==> config.mk <==
export PLATFORM = sky130hd
export DESIGN_NAME = control_language_tokenizer
export DESIGN_NICKNAME = d
export VERILOG_FILES = /design/src/hw/rtl/clt_pkg.sv /design/src/hw/rtl/control_language_tokenizer.sv
export SDC_FILE = /design/constraint.sdc
export NUM_CORES = 1
export LEC_CHECK = 0
export BUFFER_PORTS_ARGS = -buffer_cell sky130_fd_sc_hd__buf_2
export CAP_MARGIN = 10
export CORE_MARGIN = 2
export CORE_UTILIZATION = 35
export CTS_CLUSTER_DIAMETER = 60
export DETAILED_ROUTE_END_ITERATION = 16
export GPL_TIMING_DRIVEN = 0
export SYNTH_ARGS = -nofsm -noshare
export SYNTH_HDL_FRONTEND = slang
export SYNTH_SLANG_ARGS = --single-unit
==> constraint.sdc <==
create_clock -name clk -period 9.3 [get_ports clk]
set_input_delay 0.465 -clock clk [delete_from_list [all_inputs] [get_ports clk]]
set_output_delay 0.465 -clock clk [all_outputs]
set_load 0.005 [all_outputs]
==> src/hw/rtl/clt_pkg.sv <==
// Shared types, keyword table and helper functions for the control language tokenizer.
`default_nettype none
package clt_pkg;

  localparam int unsigned NUM_KW = 11;
  localparam int unsigned Q_DEPTH = 3;
  localparam logic [7:0] MAX_WORD_LEN = 8'd255;
  localparam logic [15:0] MAX_POS = 16'hFFFF;

  // Token kinds
  localparam logic [4:0] KIND_COLON = 5'd0;
  localparam logic [4:0] KIND_NOTEQ = 5'd1;
  localparam logic [4:0] KIND_GT = 5'd2;
  localparam logic [4:0] KIND_LT = 5'd3;
  localparam logic [4:0] KIND_AND = 5'd4;
  localparam logic [4:0] KIND_OR = 5'd5;
  localparam logic [4:0] KIND_EQEQ = 5'd6;
  localparam logic [4:0] KIND_EQ = 5'd7;
  localparam logic [4:0] KIND_SEMI = 5'd8;
  localparam logic [4:0] KIND_VAR = 5'd9;
  localparam logic [4:0] KIND_OBJECT = 5'd10;
  localparam logic [4:0] KIND_TYPE = 5'd11;
  localparam logic [4:0] KIND_IF = 5'd12;
  localparam logic [4:0] KIND_THEN = 5'd13;
  localparam logic [4:0] KIND_ENDIF = 5'd14;
  localparam logic [4:0] KIND_BOOL = 5'd15;
  localparam logic [4:0] KIND_FLOAT = 5'd16;
  localparam logic [4:0] KIND_INT = 5'd17;
  localparam logic [4:0] KIND_IDENT = 5'd18;

  // Pending operator codes
  localparam logic [2:0] PEND_NONE = 3'd0;
  localparam logic [2:0] PEND_BANG = 3'd1;
  localparam logic [2:0] PEND_AMP = 3'd2;
  localparam logic [2:0] PEND_BAR = 3'd3;
  localparam logic [2:0] PEND_EQ = 3'd4;

  // Characters of interest
  localparam logic [7:0] CH_SP = 8'h20;
  localparam logic [7:0] CH_TAB = 8'h09;
  localparam logic [7:0] CH_CR = 8'h0D;
  localparam logic [7:0] CH_LF = 8'h0A;
  localparam logic [7:0] CH_COLON = 8'h3A;
  localparam logic [7:0] CH_SEMI = 8'h3B;
  localparam logic [7:0] CH_LT = 8'h3C;
  localparam logic [7:0] CH_EQ = 8'h3D;
  localparam logic [7:0] CH_GT = 8'h3E;
  localparam logic [7:0] CH_BANG = 8'h21;
  localparam logic [7:0] CH_AMP = 8'h26;
  localparam logic [7:0] CH_BAR = 8'h7C;
  localparam logic [7:0] CH_DOT = 8'h2E;
  localparam logic [7:0] CH_0 = 8'h30;
  localparam logic [7:0] CH_9 = 8'h39;

  // Keyword table, text left aligned and padded to six characters
  localparam logic [47:0] KW_STR [NUM_KW] = '{
    "VAR   ", "MOTOR ", "VALVE ", "INT   ", "FLOAT ", "BOOL  ",
    "IF    ", "THEN  ", "END_IF", "true  ", "false "
  };
  localparam logic [7:0] KW_LEN [NUM_KW] = '{
    8'd3, 8'd5, 8'd5, 8'd3, 8'd5, 8'd4, 8'd2, 8'd4, 8'd6, 8'd4, 8'd5
  };
  localparam logic [4:0] KW_KIND [NUM_KW] = '{
    KIND_VAR, KIND_OBJECT, KIND_OBJECT, KIND_TYPE, KIND_TYPE, KIND_TYPE,
    KIND_IF, KIND_THEN, KIND_ENDIF, KIND_BOOL, KIND_BOOL
  };
  localparam logic [1:0] KW_VARIANT [NUM_KW] = '{
    2'd0, 2'd0, 2'd1, 2'd0, 2'd1, 2'd2, 2'd0, 2'd0, 2'd0, 2'd1, 2'd0
  };

  typedef struct packed {
    logic              in_word;
    logic [15:0]       start;
    logic [7:0]        length;
    logic              overflow;
    logic [NUM_KW-1:0] cand;
    logic              all_digits;
    logic              has_dot;
  } word_t;

  typedef struct packed {
    logic [4:0]  kind;
    logic [1:0]  variant;
    logic [15:0] start;
    logic [7:0]  length;
    logic        too_long;
    logic        last;
  } result_t;

  // Character i of keyword k
  function automatic logic [7:0] kw_byte(int k, logic [2:0] i);
    logic [7:0] b;
    b = 8'h00;
    if (i <= 3'd5) begin
      b = KW_STR[k][8*(5-int'(i)) +: 8];
    end
    return b;
  endfunction

  function automatic result_t mk_res(logic [4:0] kind, logic [15:0] start,
                                     logic [7:0] length);
    result_t r;
    r = '0;
    r.kind = kind;
    r.start = start;
    r.length = length;
    return r;
  endfunction

  // Reset the word trackers, keeping the start position
  function automatic word_t word_clear(word_t w);
    word_t r;
    r = w;
    r.in_word = 1'b0;
    r.length = 8'd0;
    r.overflow = 1'b0;
    r.cand = '1;
    r.all_digits = 1'b1;
    r.has_dot = 1'b0;
    return r;
  endfunction

  // Append one byte to the open word
  function automatic word_t add_char(word_t w, logic [7:0] c);
    word_t r;
    r = w;
    if (w.length >= MAX_WORD_LEN) begin
      r.overflow = 1'b1;
      r.cand = '0;
    end else begin
      for (int k = 0; k < NUM_KW; k++) begin
        if (w.length >= KW_LEN[k] || kw_byte(k, w.length[2:0]) != c) begin
          r.cand[k] = 1'b0;
        end
      end
      r.length = w.length + 8'd1;
    end
    if (c < CH_0 || c > CH_9) begin
      r.all_digits = 1'b0;
    end
    if (c == CH_DOT) begin
      r.has_dot = 1'b1;
    end
    return r;
  endfunction

  // Classify a finished word; the lowest matching keyword wins
  function automatic result_t word_res(word_t w);
    result_t r;
    r = mk_res(KIND_IDENT, w.start, w.length);
    r.too_long = w.overflow;
    if (w.has_dot) begin
      r.kind = KIND_FLOAT;
    end else if (w.all_digits) begin
      r.kind = KIND_INT;
    end
    for (int k = NUM_KW - 1; k >= 0; k--) begin
      if (w.cand[k] && !w.overflow && w.length == KW_LEN[k]) begin
        r.kind = KW_KIND[k];
        r.variant = KW_VARIANT[k];
      end
    end
    return r;
  endfunction

  function automatic logic is_term(logic [7:0] c);
    return c == CH_SP || c == CH_SEMI || c == CH_COLON || c == CH_EQ ||
           c == CH_LT || c == CH_GT || c == CH_BANG;
  endfunction

endpackage
`default_nettype wire

==> src/hw/rtl/control_language_tokenizer.sv <==
// Top level of the control language tokenizer: byte decode, word state and result queue.
`default_nettype none
// Takes one source byte per beat (tlast marks the final byte of a text) and emits tokens
// with kind, variant, start position and length. A byte is taken every cycle while the
// three-entry result queue holds at most one token; a byte that yields two tokens (word
// or lone '=' followed by an operator, or end of text closing a word) raises the queue to
// two or three entries, so with the output draining one token per cycle the input pauses
// until the queue is back to one token. Decode is single pass: the input beat and the word state feed
// one level of logic that writes the queue and updates the state in the same cycle.
// Position saturates at 65535 and returns to 0 after the last byte of a text; word
// lengths saturate at 255 with too_long set.
module control_language_tokenizer (
  input  wire logic        clk,
  input  wire logic        rst_n,
  input  wire logic        in_tvalid,
  output logic             in_tready,
  input  wire logic [7:0]  in_tdata,   // [7:0] byte_in
  input  wire logic        in_tlast,   // end_of_text
  output logic             out_tvalid,
  input  wire logic        out_tready,
  output logic [23:0]      out_tdata,  // [15:0] text_start, [23:16] text_length
  output logic [7:0]       out_tuser,  // [4:0] token_kind, [6:5] variant, [7] too_long
  output logic             out_tlast   // last_of_run
);
  import clt_pkg::*;

  logic [15:0] pos_r, pos_nxt;
  logic [2:0]  pend_r, pend_nxt;
  word_t       word_r, word_nxt;
  result_t     q_r [Q_DEPTH];
  result_t     q_nxt [Q_DEPTH];
  logic [1:0]  q_cnt_r, q_cnt_nxt;

  logic        accept, pop;
  result_t     res [2];
  logic [1:0]  n_new;
  logic [1:0]  base;
  logic        consumed, go;

  assign in_tready  = (q_cnt_r <= 2'd1);
  assign accept     = in_tvalid && in_tready;
  assign out_tvalid = (q_cnt_r != 2'd0);
  assign pop        = out_tvalid && out_tready;

  // Decode one byte against the pending operator and open word
  always_comb begin
    word_nxt = word_r;
    pend_nxt = PEND_NONE;
    res[0]   = '0;
    res[1]   = '0;
    n_new    = 2'd0;
    consumed = 1'b0;
    go       = 1'b1;

    priority if (pend_r == PEND_BANG && in_tdata == CH_EQ) begin
      res[0] = mk_res(KIND_NOTEQ, word_r.start, 8'd2);
      n_new = 2'd1;
      consumed = 1'b1;
    end else if (pend_r == PEND_AMP && in_tdata == CH_AMP) begin
      res[0] = mk_res(KIND_AND, word_r.start, 8'd2);
      n_new = 2'd1;
      consumed = 1'b1;
    end else if (pend_r == PEND_BAR && in_tdata == CH_BAR) begin
      res[0] = mk_res(KIND_OR, word_r.start, 8'd2);
      n_new = 2'd1;
      consumed = 1'b1;
    end else if (pend_r == PEND_EQ && in_tdata == CH_EQ) begin
      res[0] = mk_res(KIND_EQEQ, word_r.start, 8'd2);
      n_new = 2'd1;
      consumed = 1'b1;
    end else if (pend_r == PEND_EQ) begin
      res[0] = mk_res(KIND_EQ, word_r.start, 8'd1);
      n_new = 2'd1;
    end else begin
    end

    if (!consumed) begin
      // Close or extend an open word
      if (word_nxt.in_word) begin
        if (is_term(in_tdata)) begin
          res[n_new[0]] = word_res(word_nxt);
          n_new = n_new + 2'd1;
          word_nxt = word_clear(word_nxt);
        end else begin
          word_nxt = add_char(word_nxt, in_tdata);
          go = 1'b0;
        end
      end
      if (go) begin
        unique case (in_tdata)
          CH_SP, CH_TAB, CH_CR, CH_LF: begin
          end
          CH_COLON: begin
            res[n_new[0]] = mk_res(KIND_COLON, pos_r, 8'd1);
            n_new = n_new + 2'd1;
          end
          CH_GT: begin
            res[n_new[0]] = mk_res(KIND_GT, pos_r, 8'd1);
            n_new = n_new + 2'd1;
          end
          CH_LT: begin
            res[n_new[0]] = mk_res(KIND_LT, pos_r, 8'd1);
            n_new = n_new + 2'd1;
          end
          CH_SEMI: begin
            res[n_new[0]] = mk_res(KIND_SEMI, pos_r, 8'd1);
            n_new = n_new + 2'd1;
          end
          CH_BANG: begin
            pend_nxt = PEND_BANG;
            word_nxt.start = pos_r;
          end
          CH_AMP: begin
            pend_nxt = PEND_AMP;
            word_nxt.start = pos_r;
          end
          CH_BAR: begin
            pend_nxt = PEND_BAR;
            word_nxt.start = pos_r;
          end
          CH_EQ: begin
            pend_nxt = PEND_EQ;
            word_nxt.start = pos_r;
          end
          default: begin
            word_nxt = word_clear(word_nxt);
            word_nxt.in_word = 1'b1;
            word_nxt.start = pos_r;
            word_nxt = add_char(word_nxt, in_tdata);
          end
        endcase
      end
    end

    pos_nxt = (pos_r == MAX_POS) ? pos_r : pos_r + 16'd1;

    // Flush at end of text
    if (in_tlast) begin
      if (word_nxt.in_word) begin
        res[n_new[0]] = word_res(word_nxt);
        n_new = n_new + 2'd1;
        word_nxt = word_clear(word_nxt);
      end
      if (pend_nxt == PEND_EQ) begin
        res[n_new[0]] = mk_res(KIND_EQ, word_nxt.start, 8'd1);
        n_new = n_new + 2'd1;
      end
      pend_nxt = PEND_NONE;
      pos_nxt = 16'd0;
    end

    // Mark the final token of this byte
    if (n_new != 2'd0) begin
      res[n_new[1]].last = 1'b1;
    end
  end

  // Shift out the head and append new tokens behind the survivors
  assign base = q_cnt_r - {1'b0, pop};

  always_comb begin
    for (int i = 0; i < Q_DEPTH; i++) begin
      if (pop && i < Q_DEPTH - 1) begin
        q_nxt[i] = q_r[i+1];
      end else begin
        q_nxt[i] = q_r[i];
      end
      if (accept && n_new != 2'd0 && 2'(i) == base) begin
        q_nxt[i] = res[0];
      end
      if (accept && n_new == 2'd2 && 2'(i) == base + 2'd1) begin
        q_nxt[i] = res[1];
      end
    end
    q_cnt_nxt = base + (accept ? n_new : 2'd0);
  end

  // Hold state and queue
  always_ff @(posedge clk) begin
    if (!rst_n) begin
      pos_r   <= 16'd0;
      pend_r  <= PEND_NONE;
      word_r  <= word_clear('0);
      q_cnt_r <= 2'd0;
    end else begin
      if (accept) begin
        pos_r  <= pos_nxt;
        pend_r <= pend_nxt;
        word_r <= word_nxt;
      end
      q_cnt_r <= q_cnt_nxt;
    end
  end

  always_ff @(posedge clk) begin
    for (int i = 0; i < Q_DEPTH; i++) begin
      q_r[i] <= q_nxt[i];
    end
  end

  // Drive the output beat from the queue head
  assign out_tdata = {q_r[0].length, q_r[0].start};
  assign out_tuser = {q_r[0].too_long, q_r[0].variant, q_r[0].kind};
  assign out_tlast = q_r[0].last;

  // An open word never coexists with a pending operator
  a_word_no_pend: assert property (@(posedge clk) disable iff (!rst_n)
    word_r.in_word |-> pend_r == PEND_NONE)
    else $error("pending operator while a word is open");

  // End of text leaves a fresh text state
  a_eot_clears: assert property (@(posedge clk) disable iff (!rst_n)
    accept && in_tlast |=> pos_r == 16'd0 && pend_r == PEND_NONE && !word_r.in_word)
    else $error("state not cleared after end of text");

  // A byte yielding two tokens leaves at least two queued
  a_two_tokens: assert property (@(posedge clk) disable iff (!rst_n)
    accept && n_new == 2'd2 |=> q_cnt_r >= 2'd2)
    else $error("token lost from result queue");

endmodule
`default_nettype wire

---- After elaboration in Yosys (flattened, before gate mapping) ----
Memory sizes are Yosys's and may differ from the RTL's.
Index checks and enable logic that the tools add are counted.
operators by class
  add/subtract/negate cells ............... 10
  magnitude comparators ................... 20
  equal/unequal tests ..................... 55
  shift operators ......................... 11
  muxes and demuxes ....................... 221
  bitwise operators ....................... 5
  reduce and logical (&&, ||, !) cells .... 91
operators with widths
  kind                                                                                 number
  8-bit two-way mux                                                                    83
  66-bit two-way mux                                                                   10
  66-bit bitwise mux                                                                   8
  48-bit by 7-bit variable part select with 8-bit output, first input constant         11
  33-bit two-way mux                                                                   15
  66-bit one-hot mux with 4 select lines                                               1
  39-bit two-way mux                                                                   6
  7-bit two-way mux                                                                    27
  33-bit demux with 1-bit select                                                       5
  8-bit != test                                                                        20
  8-bit by 6-bit equality test with 1-bit output, second input constant                9
  1-bit logical AND                                                                    63
  31-bit two-way mux                                                                   2
  8-bit by 3-bit equality test with 1-bit output, second input constant                6
  16-bit two-way mux                                                                   3
  22-bit two-way mux                                                                   2
  1-bit two-way mux                                                                    36
  2-bit two-way mux                                                                    18
  8-bit by 2-bit equality test with 1-bit output, second input constant                4
  8-bit by 4-bit equality test with 1-bit output, second input constant                3
  8-bit by 3-bit greater-or-equal comparator with 1-bit output, second input constant  3
  1-bit logical OR                                                                     18
  16-bit by 1-bit adder with 16-bit output, second input constant                      1
  16-bit equality test, second input constant                                          1
  other kinds (32)                                                                     58
storage, ports and cells
  flip-flop bits (word level) ............. 60
  RAM bits ................................ 99
  bits of input ports ..................... 13
  output and inout port bits .............. 35
  logic and storage cells ................. 424
  memories ................................ 1
memories
  memory  depth  bits a word  rd ports  clocked after memory_dff  write ports  line                              source
  q_r     3      33           3         0                         3            control_language_tokenizer.sv:30  result_t q_r [Q_DEPTH];

---- Depth between registers and ports, before layout ----
Gate-level depths: netlist of the first run.
  depth in word-level cells ............... 45
  depth in mapped cells ................... 19
  depth with buffers taken out ............ 15

---- Worst setup path after synthesis of the first run ----
Ideal clock, no wire load.
  path kind ............................... in2reg
  from .................................... in in_tdata[1]
  to ...................................... mem q_r[0][0] (netlist bit), enable pin
  data arrival time ....................... 4543 ps
  slack ................................... 4186 ps
  cell stages on the path ................. 16
  cell sequence ........................... buf_6 -> or2_4 -> or4_4 -> buf_6 -> nand3_1 -> ha_1 -> nor2_1 -> a41oi_2 -> xnor2_1 -> a21o_1 -> clkbuf_1 -> mux2i_1 -> nand4_1 -> clkbuf_1 -> clkbuf_1 -> nand3_1
RTL lines
  item             line                              source
  start, declared  control_language_tokenizer.sv:17  input wire logic [7:0] in_tdata,
  end, declared    control_language_tokenizer.sv:30

==> results of run 1 <==
how the worst max path moves through the flow:
stage / start / slack [ns] / cells past startpoint / endpoint
2_1_floorplan: in_tdata[1] / 4.19 / 16 / q_r[0][0]
3_3_place_gp: in_tdata[4] / 2.16 / 16 / q_r[0][1]
3_5_place_dp: in_tdata[4] / 2.66 / 16 / q_r[0][1]
4_1_cts: in_tdata[4] / 3.11 / 16 / q_r[0][7]
5_1_grt: in_tdata[4] / 2.47 / 16 / q_r[0][42]
6_report: word_r[15] / 3.02 / 16 / q_r[0][63]
area by class of cell:
class                   count  area, sq um
flip-flops and latches    159         4170
clock buffers              17          425
inverters                  22         82.6
fillers                  3588        20800
clock inverters            15          183
repair buffers             45          225
well taps                 455          569
multi-input cells        1181         7280
plain buffers             157          761
sequential cells by signal (all words and copies together) (netlist names):
register and flops:
pend_r 3, pos_r 16, q_cnt_r 2, q_r 99, word_r 39
power by group:
part	internal (mW)	leakage, nW	total [mW]	switching [mW]
registers	0.985	1.42	1.04	0.0538
clock network	0.388	0.300	0.737	0.349
logic	0.333	3.16	0.801	0.468
total	1.71	4.88	2.58	0.871
stage by stage:
stage | std cells | hold WS [ns] | cell area (sq um)
3_5_place_dp | 2019 | 0.487 | 13100
2_1_floorplan | 1519 | 0.456 | 12300
4_1_cts | 2051 | 0.497 | 13700
5_1_grt | 2051 | 0.516 | 13700
6_report | 2051 | 0.499 | 13700
3_3_place_gp | 2019 | 0.480 | 13100
per-layer routing:
metal | part of all wire [%] | GRT usage [%]
met1 | 44 | 34.0
met2 | 44 | 39.3
met3 | 7.9 | 3.73
met4 | 3.8 | 9.70
met5 | 0 | 0
kinds of logic (layout without fill, tap and decap cells):
| logic type | count (synthesis) | count (layout) | share of synthesized area, % |
|---|---|---|---|
| DFF | 159 | 159 | 34.0 |
| buffers and inverters | 179 | 256 | 6.87 |
| xor gates and xnor gates | 46 | 46 | 3.28 |
| and+or+nand+nor | 574 | 574 | 24.0 |
| adders and majority gates | 14 | 14 | 1.43 |
| muxes | 37 | 37 | 3.07 |
| AOI/OAI and AO/OA | 510 | 510 | 27.3 |
worst min-delay path: cells and delay by family, from the launching register on:
family / cells / cell delay [ns]
AOI/OAI and AO/OA: 1 / 0.06
DFF: 1 / 0.33
and+or+nand+nor: 1 / 0.06
placed cells by master, fill, tap and decap left out, types with 10 or more instances in the layout:
cell	Yosys	final
a211oi_1	12	12
a21boi_0	26	26
a21oi_1	130	130
a22oi_1	37	37
a31oi_1	24	24
and2_1	10	10
and3_1	52	52
buf_1	14	14
buf_2	20	65
buf_4	33	33
clkbuf_1	87	87
clkbuf_16	0	17
dfxtp_1	60	60
edfxtp_1	99	99
ha_1	14	14
inv_1	18	18
mux2i_1	32	32
nand2_1	150	150
nand2b_1	18	18
nand3_1	71	69
nand4_1	22	22
nor2_1	118	117
nor2b_1	15	15
nor3_1	38	38
nor3b_1	10	10
nor4_1	11	11
o211ai_1	17	17
o21ai_0	108	108
o21bai_1	14	14
o22ai_1	34	34
xnor2_1	25	25
xor2_1	21	21
==> impl_metrics.env, run 1 <==
export IMPL_status="completed"
export IMPL_finalSetupTns_ns=0
export IMPL_required_ns=9.57
export IMPL_rows=68
export IMPL_arrival_ns=6.55
export IMPL_yosysTopAreaCellShare_pct=24.2
export IMPL_grt_total_usage_pct=24.8
export IMPL_postSynthAreaPerCell_sq_um=8.08
export IMPL_ant_nets=0
export IMPL_grt_overflow_total=0
export IMPL_cts_buffer_depth=2
export IMPL_cts_made_buffers=17
export IMPL_p_leak_nw=4.88
export IMPL_clk_latency_ns=0.46
export IMPL_reg2reg_depth=16
export IMPL_synth_cell_types=101
export IMPL_io_buffers=45
export IMPL_cp_start_kind="flip-flop"
export IMPL_drcViolationCount=0
export IMPL_grt_pass1_vias=11500
export IMPL_htree_levels=4
export IMPL_worst_slack_ns=3.02
export IMPL_grt_pass1_wl_microns=70000
export IMPL_dp_slack_ns=2.66
export IMPL_reg2reg_from="word_r[15]"
export IMPL_synth_nets=1546
export IMPL_die_h_microns=191
export IMPL_synth_cells=1519
export IMPL_drt_vias_per_instance=6.09
export IMPL_synthTopCellsByArea="edfxtp_1 (24%), dfxtp_1 (9.8%), a21oi_1 (5.3%)"
export IMPL_ys_seq_area_share_pct=34.0
export IMPL_dp_hpwl_microns=35400
export IMPL_max_freq_ghz=0.159
export IMPL_cpLargestDelayFamily="compound AO/OA/AOI/OAI gates"
export IMPL_path_class="flip-flop to flip-flop"
export IMPL_crit_buf_inv=4
export IMPL_hold_path_class="flip-flop to flip-flop"
export IMPL_num_vias=12500
export IMPL_synth_flop_cell="edfxtp_1"
export IMPL_dieArea_sq_um=36600
export IMPL_diodes=0
export IMPL_max_cap_violations=0
export IMPL_final_setup_viol_count=0
export IMPL_clock_sinks=159
export IMPL_synth_most_common_cell="nand2_1"
export IMPL_grt_start_max_net_pins=34
export IMPL_r2r_slack_ns=3.02
export IMPL_nNetsFinal=1610
export IMPL_cts_hold_buf=0
export IMPL_slowest_delay_ns=0.66
export IMPL_drv_slew=0
export IMPL_r2r_end="q_r[0][63]"
export IMPL_async_flop_share_pct=0
export IMPL_die_w_microns=191
export IMPL_wirelength_microns=45600
export IMPL_worst_pin_slew_ns=0.938
export IMPL_crit_chain="buf_2 > clkinv_1 > ha_1 > clkbuf_1 > clkbuf_1 > nand2_1 > o32ai_1 > a21oi_1 > o41ai_1 > o32a_1 > nor3b_1 > o21ai_0 > a31oi_4 > nor4b_1 > o31ai_1 > o21ai_0"
export IMPL_dr_pass1_iters=6
export IMPL_yosysWarnings=0
export IMPL_hold_path_depth=2
export IMPL_cts_clk_slew_worst_paths_ns=0.07
export IMPL_cp_slowest_cell="o41ai_1"
export IMPL_finalCritPeriodShare_pct=67.5
export IMPL_syn_to_final_growth_pct=11.6
export IMPL_gp_congestion=0.967
export IMPL_cp_max_fo=13
export IMPL_endpoint_kind="flip-flop"
export IMPL_slew_headroom_pct=35.8
export IMPL_rsz0062_at_grt="false"
export IMPL_drt_initial_drc_count=1663
export IMPL_drive_gt1_share_pct=11.2
export IMPL_period_minus_slack_ns=6.28
export IMPL_core_area_sq_um=34500
export IMPL_wl_per_cell_microns=22.2
export IMPL_yosys_top_cells_count="nand2_1 (150), a21oi_1 (130), nor2_1 (118)"
export IMPL_power_density_nw_per_um2=188
export IMPL_netlist_area_sq_um=12300
export IMPL_synth_edff_count=99
export IMPL_finalClockSkew_ns=0.0233
export IMPL_cts_root_buffer="clkbuf_16"
export IMPL_yosys_area_top_type="edfxtp_1"
export IMPL_antenna_found_initial=0
export IMPL_hold_viol_final=0
export IMPL_worstHoldEndpoint="word_r[23]"
export IMPL_min_from="word_r[23]"
export IMPL_ioPinCount=48
export IMPL_fin_util_pct=39.6
export IMPL_yosys_register_bits=159
export IMPL_power_mw=2.58
export IMPL_irDropWorstVdd_v=0.000143
export IMPL_cts_tree="built"
export IMPL_start_util_pct=35.5
export IMPL_cts_setup_buffers=0
export IMPL_cts_repair_resized=0
(Power assumes the default switching activity.)
==> run 2: changes to the inputs <==
==> constraint.sdc (replaced) <==
create_clock -name clk -period 5.2 [get_ports clk]
set_input_delay 0.26 -clock clk [delete_from_list [all_inputs] [get_ports clk]]
set_output_delay 0.26 -clock clk [all_outputs]
set_load 0.005 [all_outputs]
==> impl_metrics.env, run 2 (same netlist as run 1, synthesis figures left out) <==
export IMPL_status="completed"
export IMPL_syn_to_final_growth_pct=13.0
export IMPL_ioPinCount=48
export IMPL_maxUsedRoutingLayer="met4"
export IMPL_final_common_cell="nand2_1"
export IMPL_grt_pass1_vias=11600
export IMPL_cp_start_kind="flip-flop"
export IMPL_power_share_switching_pct=34.2
export IMPL_arrival_ns=5.30
export IMPL_rsz0062_at_grt="false"
export IMPL_cts_clk_slew_worst_paths_ns=0.09
export IMPL_rows=68
export IMPL_top_register="q_r"
export IMPL_die_h_microns=191
export IMPL_drv_slew=0
export IMPL_endpoint_kind="flip-flop"
export IMPL_power_mw=4.65
export IMPL_wl_per_cell_microns=22.4
export IMPL_switching_power_mw=1.59
export IMPL_drt_vias_per_instance=6.10
export IMPL_grt_total_usage_pct=25.0
export IMPL_p_int_mw=3.06
export IMPL_power_density_nw_per_um2=335
export IMPL_largest_register_ffs=99
export IMPL_dr_pass1_iters=9
export IMPL_final_setup_viol_count=0
export IMPL_core_area_sq_um=34500
export IMPL_grt_start_max_net_pins=34
export IMPL_max_freq_ghz=0.194
export IMPL_wirelength_microns=46000
export IMPL_irDropWorstVdd_v=0.000255
export IMPL_path_class="flip-flop to flip-flop"
export IMPL_cts_root_buffer="clkbuf_16"
export IMPL_start_util_pct=35.5
export IMPL_period_minus_slack_ns=5.14
export IMPL_htree_levels=4
export IMPL_p_leak_nw=4.99
export IMPL_cts_tree="built"
export IMPL_antenna_found_initial=0
export IMPL_diodes=0
export IMPL_max_cap_violations=0
export IMPL_cts_setup_buffers=0
export IMPL_cp_max_fo=10
export IMPL_m1WireLength_microns=20200
export IMPL_fin_util_pct=40.2
export IMPL_grt_pass1_wl_microns=70300
export IMPL_required_ns=5.35
export IMPL_mostFrequentLayoutCells="nand2_1 (150), a21oi_1 (130), nor2_1 (117)"
export IMPL_met2_wirelength_microns=20500
export IMPL_top_regs="q_r: 99 flops, word_r: 39 flops, pos_r: 16 flops"
export IMPL_cts_buffer_depth=2
export IMPL_clock_sinks=159
export IMPL_cts_made_buffers=17
export IMPL_worst_pin_slew_ns=0.944
export IMPL_fillers=3578
export IMPL_clk_latency_ns=0.46
export IMPL_ant_nets=0
export IMPL_gp_congestion=0.967
export IMPL_dp_hpwl_microns=35400
export IMPL_num_vias=12500
export IMPL_hold_path_class="input pin to flip-flop"
export IMPL_nNetsFinal=1612
export IMPL_finalClockSkew_ns=0.0249
export IMPL_dieArea_sq_um=36600
export IMPL_dr_wl_met3_microns=3510
export IMPL_io_buffers=45
export IMPL_drive_gt1_share_pct=13.0
export IMPL_hold_viol_final=0
export IMPL_grt_overflow_total=0
export IMPL_drt_initial_drc_count=1687
export IMPL_finalCritPeriodShare_pct=98.9
export IMPL_r2r_slack_ns=0.06
export IMPL_p_seq_share_pct=39.9
export IMPL_combPwrFrac_pct=31.7
export IMPL_die_w_microns=191
export IMPL_drcViolationCount=0
export IMPL_clkPwrFrac_pct=28.5
export IMPL_slew_headroom_pct=35.4
run 2: what timing repair did:
| item | CTS | global route |
|---|---|---|
| hold buffers | 0 | 0 |
| endpoints found under the hold margin | 0 | 0 |
| gates resized for setup | 19 | 21 |
| gates cloned | 1 | 1 |
| pin swaps | 1 | 0 |
| endpoints found under the setup margin | 86 | 101 |
run 2: per-stage QoR:
stage          setup TNS (ns)  hold WS, ns  cell area, sq um  worst slack [ns]  cells
3_3_place_gp          -161.06        0.480             13100             -1.73   2019
5_1_grt                     0        0.332             13900           0.00727   2053
3_5_place_dp           -95.86        0.487             13100             -1.23   2019
6_report                    0        0.329             13900            0.0573   2053
2_1_floorplan               0        0.456             12300             0.291   1519
4_1_cts                     0        0.331             13800            0.0505   2052
run 2: critical path, cell delays in order, from the launching register on:
cell and delay (ns):
dfxtp_1 0.46, clkbuf_2 0.35, inv_1 0.24, ha_1 0.37, clkbuf_2 0.22, or4b_2 0.74, o22ai_1 0.15, a211oi_1 0.13
a2111oi_2 0.43, o32a_2 0.33, nor2_1 0.13, o32ai_2 0.52, nor2_1 0.08, a221oi_1 0.46, o21ai_0 0.21
run 2: final timing paths:
path,cells after the start,to,from
worst max register to register,14,q_r[0][30],word_r[16]
worst min register to register,2,word_r[23],word_r[23]
worst max-delay path,14,q_r[0][30],word_r[16]
worst min-delay path,2,word_r[14],rst_n
run 2: final cells by class:
| cell class | instances | area (sq um) | area share [%] |
|---|---|---|---|
| clock buffer | 17 | 425 | 3.07 |
| multi-input combinational | 1183 | 7430 | 53.6 |
| inverter | 22 | 83.8 | 0.604 |
| timing repair buffer | 45 | 225 | 1.62 |
| sequential | 159 | 4180 | 30.1 |
| tap | 455 | 569 | 4.10 |
| clock inverter | 15 | 183 | 1.32 |
| buffer | 157 | 774 | 5.58 |
run 2: power groups by stage:
| stage | Combinational (mW) | Clock [mW] | Sequential [mW] |
|---|---|---|---|
| 2_1_floorplan | 0.989 | 0 | 1.86 |
| 3_3_place_gp | 1.40 | 0 | 1.88 |
| 3_5_place_dp | 1.42 | 0 | 1.89 |
| 4_1_cts | 1.45 | 1.32 | 1.85 |
| 5_1_grt | 1.62 | 1.38 | 1.88 |
| 6_report | 1.47 | 1.32 | 1.85 |
run 2: per-layer routing:
metal  GRT usage [%]  vias up
met5               0        -
met4            10.1        0
met3            3.52      113
met2            39.5      669
met1            34.2     5920
li1                -     5829
